**src/rtl/core/hlfp_pkg.sv**
```systemverilog
// Shared types and constants for the header/length frame parser.
// Holds the parse phases, byte roles, register indexes and result beat layout.
// No dependencies.
package hlfp_pkg;

    localparam int BYTE_W      = 8;
    localparam int WORD_W      = 16;
    localparam int ROLE_W      = 3;
    localparam int CFG_IDX_W   = 2;
    localparam int USER_W      = ROLE_W + 2;
    localparam int QUEUE_DEPTH = 4;
    localparam int QPTR_W      = $clog2(QUEUE_DEPTH);
    localparam int QCNT_W      = $clog2(QUEUE_DEPTH + 1);

    localparam logic [WORD_W-1:0] LENGTH_LIMIT_RESET = WORD_W'(1024 * 10);
    localparam logic [WORD_W-1:0] LENGTH_MIN         = WORD_W'(2);

    localparam logic [CFG_IDX_W-1:0] REG_HEADER_WORD    = 2'd0;
    localparam logic [CFG_IDX_W-1:0] REG_LENGTH_LIMIT   = 2'd1;
    localparam logic [CFG_IDX_W-1:0] REG_DELIVER_ENABLE = 2'd2;

    typedef enum logic [2:0] {
        PH_HUNT_LO = 3'd0,
        PH_HUNT_HI = 3'd1,
        PH_LEN_LO  = 3'd2,
        PH_LEN_HI  = 3'd3,
        PH_TYPE0   = 3'd4,
        PH_TYPE1   = 3'd5,
        PH_BODY    = 3'd6
    } phase_t;

    typedef enum logic [ROLE_W-1:0] {
        ROLE_HEADER  = 3'd0,
        ROLE_LENGTH  = 3'd1,
        ROLE_TYPE    = 3'd2,
        ROLE_PAYLOAD = 3'd3,
        ROLE_CHECK   = 3'd4,
        ROLE_ABORT   = 3'd5
    } role_t;

    typedef struct packed {
        logic [WORD_W-1:0] header_word;
        logic [WORD_W-1:0] length_limit;
        logic              deliver_enable;
    } cfg_t;

    typedef struct packed {
        logic              deliver;
        logic              frame_ok;
        role_t             byte_role;
        logic [BYTE_W-1:0] out_byte;
    } result_t;

    typedef struct packed {
        logic    v0;
        logic    v1;
        result_t r0;
        result_t r1;
    } push_t;

endpackage

```
**src/rtl/core/hlfp_cfg.sv**
```systemverilog
// Configuration register bank of the frame parser.
// Depends on hlfp_pkg for the register indexes and the cfg_t bundle.
module hlfp_cfg (
    input  logic                           clk,
    input  logic                           rst_n,
    input  logic                           cfg_we,
    input  logic [hlfp_pkg::CFG_IDX_W-1:0] cfg_index,
    input  logic [hlfp_pkg::WORD_W-1:0]    cfg_data,
    output hlfp_pkg::cfg_t                 cfg
);
    import hlfp_pkg::*;

    cfg_t cfg_reg;
    cfg_t cfg_next;

    always_comb
    begin
        cfg_next = cfg_reg;
        if (cfg_we)
        begin
            unique case (cfg_index)
                REG_HEADER_WORD:    cfg_next.header_word    = cfg_data;
                REG_LENGTH_LIMIT:   cfg_next.length_limit   = cfg_data;
                REG_DELIVER_ENABLE: cfg_next.deliver_enable = cfg_data[0];
                default:            cfg_next = cfg_reg;
            endcase
        end
    end

    always_ff @(posedge clk or negedge rst_n)
    begin
        if (!rst_n)
        begin
            cfg_reg.header_word    <= '0;
            cfg_reg.length_limit   <= LENGTH_LIMIT_RESET;
            cfg_reg.deliver_enable <= 1'b0;
        end
        else
        begin
            cfg_reg <= cfg_next;
        end
    end

    assign cfg = cfg_reg;

endmodule

```
**src/rtl/core/hlfp_parser.sv**
```systemverilog
// Per-byte frame parsing step: phase, length and running XOR state.
// Produces up to two result beats per byte. Depends on hlfp_pkg.
module hlfp_parser (
    input  logic                        clk,
    input  logic                        rst_n,
    input  logic                        step_en,
    input  logic [hlfp_pkg::BYTE_W-1:0] rx_byte,
    input  hlfp_pkg::cfg_t              cfg,
    output hlfp_pkg::push_t             push
);
    import hlfp_pkg::*;

    phase_t            phase_reg, phase_next;
    logic [WORD_W-1:0] remaining_reg, remaining_next;
    logic [BYTE_W-1:0] length_low_reg, length_low_next;
    logic [BYTE_W-1:0] xor_reg, xor_next;

    logic              retry;
    logic              ok;
    logic [WORD_W-1:0] len;
    logic [BYTE_W-1:0] hlo;
    logic [BYTE_W-1:0] hhi;
    result_t           hdr_item;
    result_t           abort_item;

    assign hlo        = cfg.header_word[BYTE_W-1:0];
    assign hhi        = cfg.header_word[WORD_W-1:BYTE_W];
    assign len        = {rx_byte, length_low_reg};
    assign ok         = ((xor_reg ^ rx_byte) == '0);
    assign hdr_item   = '{deliver: 1'b0, frame_ok: 1'b0, byte_role: ROLE_HEADER,
                          out_byte: rx_byte};
    assign abort_item = '{deliver: 1'b0, frame_ok: 1'b0, byte_role: ROLE_ABORT,
                          out_byte: '0};

    always_comb
    begin
        phase_next      = phase_reg;
        remaining_next  = remaining_reg;
        length_low_next = length_low_reg;
        xor_next        = xor_reg;
        retry           = 1'b0;
        push.v0         = 1'b0;
        push.v1         = 1'b0;
        push.r0         = abort_item;
        push.r1         = hdr_item;

        unique case (phase_reg)
            PH_HUNT_LO:
            begin
                if (rx_byte == hlo)
                begin
                    push.v0    = 1'b1;
                    push.r0    = hdr_item;
                    phase_next = PH_HUNT_HI;
                end
            end
            PH_HUNT_HI:
            begin
                push.v0 = 1'b1;
                if (rx_byte == hhi)
                begin
                    push.r0    = hdr_item;
                    phase_next = PH_LEN_LO;
                end
                else
                begin
                    retry = 1'b1;
                end
            end
            PH_LEN_LO:
            begin
                length_low_next = rx_byte;
                push.v0         = 1'b1;
                push.r0         = '{1'b0, 1'b0, ROLE_LENGTH, rx_byte};
                phase_next      = PH_LEN_HI;
            end
            PH_LEN_HI:
            begin
                push.v0 = 1'b1;
                if ((len > cfg.length_limit) || (len < LENGTH_MIN))
                begin
                    retry = 1'b1;
                end
                else
                begin
                    push.r0        = '{1'b0, 1'b0, ROLE_LENGTH, rx_byte};
                    remaining_next = len - LENGTH_MIN;
                    phase_next     = PH_TYPE0;
                end
            end
            PH_TYPE0:
            begin
                xor_next   = rx_byte;
                push.v0    = 1'b1;
                push.r0    = '{1'b0, 1'b0, ROLE_TYPE, rx_byte};
                phase_next = PH_TYPE1;
            end
            PH_TYPE1:
            begin
                xor_next   = xor_reg ^ rx_byte;
                push.v0    = 1'b1;
                push.r0    = '{1'b0, 1'b0, ROLE_TYPE, rx_byte};
                phase_next = PH_BODY;
            end
            PH_BODY:
            begin
                xor_next = xor_reg ^ rx_byte;
                push.v0  = 1'b1;
                if (remaining_reg != '0)
                begin
                    remaining_next = remaining_reg - WORD_W'(1);
                    push.r0        = '{1'b0, 1'b0, ROLE_PAYLOAD, rx_byte};
                end
                else
                begin
                    push.r0    = '{ok & cfg.deliver_enable, ok, ROLE_CHECK, rx_byte};
                    phase_next = PH_HUNT_LO;
                end
            end
            default:
            begin
                retry = 1'b1;
            end
        endcase

        // An aborted frame, or a stray phase code, looks at the same byte again
        // as the low header byte.
        if (retry)
        begin
            phase_next = PH_HUNT_LO;
            if (rx_byte == hlo)
            begin
                phase_next = PH_HUNT_HI;
                if (push.v0)
                begin
                    push.v1 = 1'b1;
                    push.r1 = hdr_item;
                end
                else
                begin
                    push.v0 = 1'b1;
                    push.r0 = hdr_item;
                end
            end
        end

        if (!step_en)
        begin
            push.v0 = 1'b0;
            push.v1 = 1'b0;
        end
    end

    always_ff @(posedge clk or negedge rst_n)
    begin
        if (!rst_n)
        begin
            phase_reg      <= PH_HUNT_LO;
            remaining_reg  <= '0;
            length_low_reg <= '0;
            xor_reg        <= '0;
        end
        else if (step_en)
        begin
            phase_reg      <= phase_next;
            remaining_reg  <= remaining_next;
            length_low_reg <= length_low_next;
            xor_reg        <= xor_next;
        end
    end

endmodule

```
**src/rtl/core/hlfp_out_queue.sv**
```systemverilog
// Result queue of the frame parser: takes up to two beats a cycle, sends one.
// Depends on hlfp_pkg for result_t, push_t and the queue depth.
module hlfp_out_queue (
    input  logic                        clk,
    input  logic                        rst_n,
    input  hlfp_pkg::push_t             push,
    output logic                        room,
    output logic                        out_valid,
    input  logic                        out_ready,
    output hlfp_pkg::result_t           out_item
);
    import hlfp_pkg::*;

    result_t           mem [QUEUE_DEPTH];
    logic [QPTR_W-1:0] wr_ptr_reg, wr_ptr_next;
    logic [QPTR_W-1:0] rd_ptr_reg, rd_ptr_next;
    logic [QCNT_W-1:0] count_reg, count_next;
    logic              pop;
    logic [QCNT_W-1:0] n_push;

    assign pop       = out_valid && out_ready;
    assign n_push    = QCNT_W'(push.v0) + QCNT_W'(push.v1);
    assign out_valid = (count_reg != '0);
    assign out_item  = mem[rd_ptr_reg];
    assign room      = (count_reg <= QCNT_W'(QUEUE_DEPTH - 2));

    always_comb
    begin
        wr_ptr_next = wr_ptr_reg + QPTR_W'(n_push);
        rd_ptr_next = rd_ptr_reg + QPTR_W'(pop);
        count_next  = count_reg + n_push - QCNT_W'(pop);
    end

    always_ff @(posedge clk)
    begin
        if (push.v0)
        begin
            mem[wr_ptr_reg] <= push.r0;
        end
        if (push.v1)
        begin
            mem[wr_ptr_reg + QPTR_W'(1)] <= push.r1;
        end
    end

    always_ff @(posedge clk or negedge rst_n)
    begin
        if (!rst_n)
        begin
            wr_ptr_reg <= '0;
            rd_ptr_reg <= '0;
            count_reg  <= '0;
        end
        else
        begin
            wr_ptr_reg <= wr_ptr_next;
            rd_ptr_reg <= rd_ptr_next;
            count_reg  <= count_next;
        end
    end

endmodule

```
**src/rtl/core/header_length_frame_parser_xor.sv**
```systemverilog
// Top level of the header/length frame parser with XOR check byte.
// Instantiates hlfp_cfg, hlfp_parser and hlfp_out_queue; depends on hlfp_pkg.
//
// The parser takes one received byte per clock cycle while the queue has room and
// emits each frame byte with its role from a registered four-entry result queue.
// Most bytes give one result beat; a byte that aborts a frame and also matches the
// low header byte gives two, which leave the queue one after the other. The input
// accepts a byte whenever the queue holds at most two beats, so with the output side
// always ready the sustained rate is one byte per cycle. The user must write configuration
// through the plain write port while no frame traffic is in flight; the block does not enforce it.
module header_length_frame_parser_xor (
    input  logic                           clk,
    input  logic                           rst_n,
    input  logic                           cfg_we,
    input  logic [hlfp_pkg::CFG_IDX_W-1:0] cfg_index,
    input  logic [hlfp_pkg::WORD_W-1:0]    cfg_data,
    input  logic                           s_axis_tvalid,
    output logic                           s_axis_tready,
    input  logic [7:0]                     s_axis_tdata,  // [7:0] rx_byte
    output logic                           m_axis_tvalid,
    input  logic                           m_axis_tready,
    output logic [7:0]                     m_axis_tdata,  // [7:0] out_byte
    output logic [hlfp_pkg::USER_W-1:0]    m_axis_tuser   // [2:0] byte_role, [3] frame_ok,
                                                          // [4] deliver
);
    import hlfp_pkg::*;

    cfg_t    cfg;
    push_t   push;
    result_t out_item;
    logic    room;
    logic    step_en;

    assign s_axis_tready = room;
    assign step_en       = s_axis_tvalid && room;

    hlfp_cfg u_cfg (
        .clk       (clk),
        .rst_n     (rst_n),
        .cfg_we    (cfg_we),
        .cfg_index (cfg_index),
        .cfg_data  (cfg_data),
        .cfg       (cfg)
    );

    hlfp_parser u_parser (
        .clk     (clk),
        .rst_n   (rst_n),
        .step_en (step_en),
        .rx_byte (s_axis_tdata),
        .cfg     (cfg),
        .push    (push)
    );

    hlfp_out_queue u_queue (
        .clk       (clk),
        .rst_n     (rst_n),
        .push      (push),
        .room      (room),
        .out_valid (m_axis_tvalid),
        .out_ready (m_axis_tready),
        .out_item  (out_item)
    );

    assign m_axis_tdata = out_item.out_byte;
    assign m_axis_tuser = {out_item.deliver, out_item.frame_ok, out_item.byte_role};

endmodule
```
**config.mk**
```make
export PLATFORM = sky130hd
export DESIGN_NAME = header_length_frame_parser_xor
export DESIGN_NICKNAME = d
export VERILOG_FILES = /design/src/rtl/core/hlfp_pkg.sv /design/src/rtl/core/hlfp_cfg.sv /design/src/rtl/core/hlfp_parser.sv /design/src/rtl/core/hlfp_out_queue.sv /design/src/rtl/core/header_length_frame_parser_xor.sv
export SDC_FILE = /design/constraint.sdc
export NUM_CORES = 1
export LEC_CHECK = 0
export CORE_MARGIN = 4
export CORE_UTILIZATION = 40
export CTS_BUF_LIST = sky130_fd_sc_hd__clkbuf_2
export DETAILED_ROUTE_END_ITERATION = 7
export DONT_BUFFER_PORTS = 1
export SYNTH_ARGS = -nofsm -noshare
export SYNTH_HDL_FRONTEND = slang
export SYNTH_HIERARCHICAL = 1
export SYNTH_SLANG_ARGS = --single-unit
```
**constraint.sdc**
```tcl
create_clock -name clk -period 3.94 [get_ports clk]
set_input_delay 0.788 -clock clk [delete_from_list [all_inputs] [get_ports clk]]
set_output_delay 0.788 -clock clk [all_outputs]
set_load 0.005 [all_outputs]
```
==> flow_summary.toml <==
[status]
outcome = "finished clean"

[power_and_ir_drop]
power-per-cell-area_nw_per_um2 = 629
pwr-share-seq = 0.449
p_int_mw = 3.04
switching_share = 0.392
finalPower_mw = 5.00
combPwrFrac = 0.390
switchingPower_mw = 1.96
clockPowerShare = 0.161
max-vdd-ir-drop_mv = 0.291
leakage_nw = 3.11

[clock_tree]
cts-resized-gates = 0
cts_hold_buf = 2
cts_tree = "done"
path_clk_slew_ns = 0.22
cts_buffers = 17
cts_setup_buffers = 0
numClockSinks = 127
cts.htree.levels = 4
root_buffer = "clkbuf_2"
clk_path_buf_depth = 2
insertion_delay_ns = 0.70

[synth]
synthesis.area_um2 = 7520
yosys_warnings = 6
yosysUniqueCellTypes = 66
yosysSeqAreaShare = 0.457
synthCells = 651
synthArstFlopShare = 0.591
postSynthAreaPerCell_um2 = 11.6
ys.flop_type = "dfrtp_1"
synth-edff-count = 52
synth_seq_cells = 127

[grt]
antenna_found_initial = 1
grt_max_degree = 76
grt_pass1_vias = 5290
grt-ovfl-total = 0
track_usage = 0.170
grt_pass1_wl_um = 28800

[sta]
max_slew_margin = 0.424
final_hold_viol_count = 0
finalSetupViolCount = 0
slew_violations = 0
grt_setup_unrepaired = "false"
worst_pin_slew_ns = 0.863
whs_ns = 0.225
clock.fmax_mhz = 283
setup-tns-final_ns = 0
fin_crit_sh = 0.897
period_needed_ns = 3.53
finalClockSkew_ns = 0.0357

[setup_path]
critPathCaptureType = "register"
cp.required_ns = 4.59
cp-start-kind = "register"
critPathKind = "register to register"
cp_max_fo = 3
startpoint = "u_cfg/cfg[12]$_DFFE_PN1P_"
worstPathArrival_ns = 4.18
r2r_start = "u_cfg/cfg[12]$_DFFE_PN1P_"

[routing]
finalWirelength_um = 17700
drc = 0
first_pass_iters = 5
drtIter0Drc = 435
post_drt_wl_per_cell_um = 20.0
num_vias = 5194
ant_nets = 0
vias_per_cell = 5.86

[floorplan]
start_util = 0.413
die_area_um2 = 21100
die_h_um = 145
die_w_um = 145
core_um2 = 18200
num_rows = 49
io_pins = 46

[cells_and_area]
drive_gt1_frac = 0.224
syn_to_final_growth_pct = 5.69
final_cell_mix = "dfrtp_1, mux2_2, edfxtp_1, inv_1, nand2_1"
largest_reg_flops = 52
final_nets = 699
fillerInstances = 1689
final_common_cell = "dfrtp_1"
fin_area_um2 = 7950

[placed_design]
gp_congestion = 0.842
numPortBuffers = 0
placed_area_um2 = 7680
hpwl_um = 11900

[flow_run]
cap_violations = 0

[min_path]
hp-start = "cfg_data[10]"
min_path_type = "primary input to register"
## worst paths after layout
path	to	slack [ns]	depth (start not counted)
worst min register to register	u_queue/count_reg[2]$_DFF_PN0_	0.53	1
worst max register to register	u_queue/count_reg[2]$_DFF_PN0_	0.41	17
max in group asynchronous	u_cfg/cfg[12]$_DFFE_PN1P_	2.98	2
worst max-delay path	u_queue/count_reg[2]$_DFF_PN0_	0.41	17
worst min-delay path	u_cfg/cfg[27]$_DFFE_PN0P_	0.23	1
min in group asynchronous	u_queue/count_reg[2]$_DFF_PN0_	0.59	2
## logic make-up after synthesis
group,Yosys count,synth area share
and+or+nand+nor,143,0.108
AOI/OAI and AO/OA,128,0.117
DFF,127,0.457
muxes,105,0.176
buffers and inverters,86,0.0564
xor gates and xnor gates,36,0.0419
adders and majority gates,25,0.0426
other,1,0.000499
## power groups by stage
stage / registers [mW] / logic [mW] / clock network, mW
floorplan: 2.08 / 1.63 / 0
global placement: 2.26 / 1.86 / 0
detailed placement: 2.27 / 1.90 / 0
CTS: 2.24 / 1.95 / 0.836
global route: 2.31 / 2.17 / 0.897
finish: 2.24 / 1.95 / 0.807
## per-stage QoR
stage          setup WS (ns)   util  std cells
2_1_floorplan         0.0214      -        655
3_3_place_gp           0.279  0.422        851
6_report               0.407  0.437        886
3_5_place_dp           0.198  0.422        851
4_1_cts                0.430  0.436        885
5_1_grt                0.182  0.437        886
## layout make-up
type / count / area (µm²) / area share
diodes: 1 / 2.50 / 0.000315
clock buffers: 18 / 90.1 / 0.0113
inverters: 36 / 135 / 0.0170
clock inverters: 14 / 141 / 0.0178
multi-input cells: 442 / 3690 / 0.464
repair buffers: 19 / 165 / 0.0208
well taps: 229 / 287 / 0.0360
flip-flops and latches: 127 / 3440 / 0.433
## cells in the mapped netlist (all sizes together), types with 17 or more instances
master,number,area share
ha,24,0.040
inv,36,0.018
clkbuf,17,0.0085
xor2,21,0.024
mux2,90,0.13
a21oi,27,0.018
nand2,30,0.015
nor2,22,0.011
dfrtp,73,0.24
o22ai,18,0.015
o21ai,26,0.017
nor4,17,0.015
nand3,21,0.015
edfxtp,52,0.21
buf,33,0.030
## layer usage
metal	vias to the layer above	routed length, µm	GRT usage
met5	-	0	0
met4	0	298	0.0527
met3	23	800	0.0352
met2	176	8750	0.288
met1	2581	7850	0.221
li1	2414	-	-
## critical path: stages, from the launching register on
cell	delay [ns]
dfstp_2	0.57
inv_1	0.04
ha_1	0.30
nand4_1	0.15
nor4_2	0.32
nand4_1	0.14
o31a_1	0.16
a21oi_2	0.24
nor2_2	0.07
ha_1	0.29
inv_1	0.04
ha_1	0.26
inv_1	0.05
ha_1	0.13
inv_1	0.05
fa_1	0.37
xor2_1	0.18
xnor2_1	0.14
No activity file was read; power rests on OpenSTA's default activity.
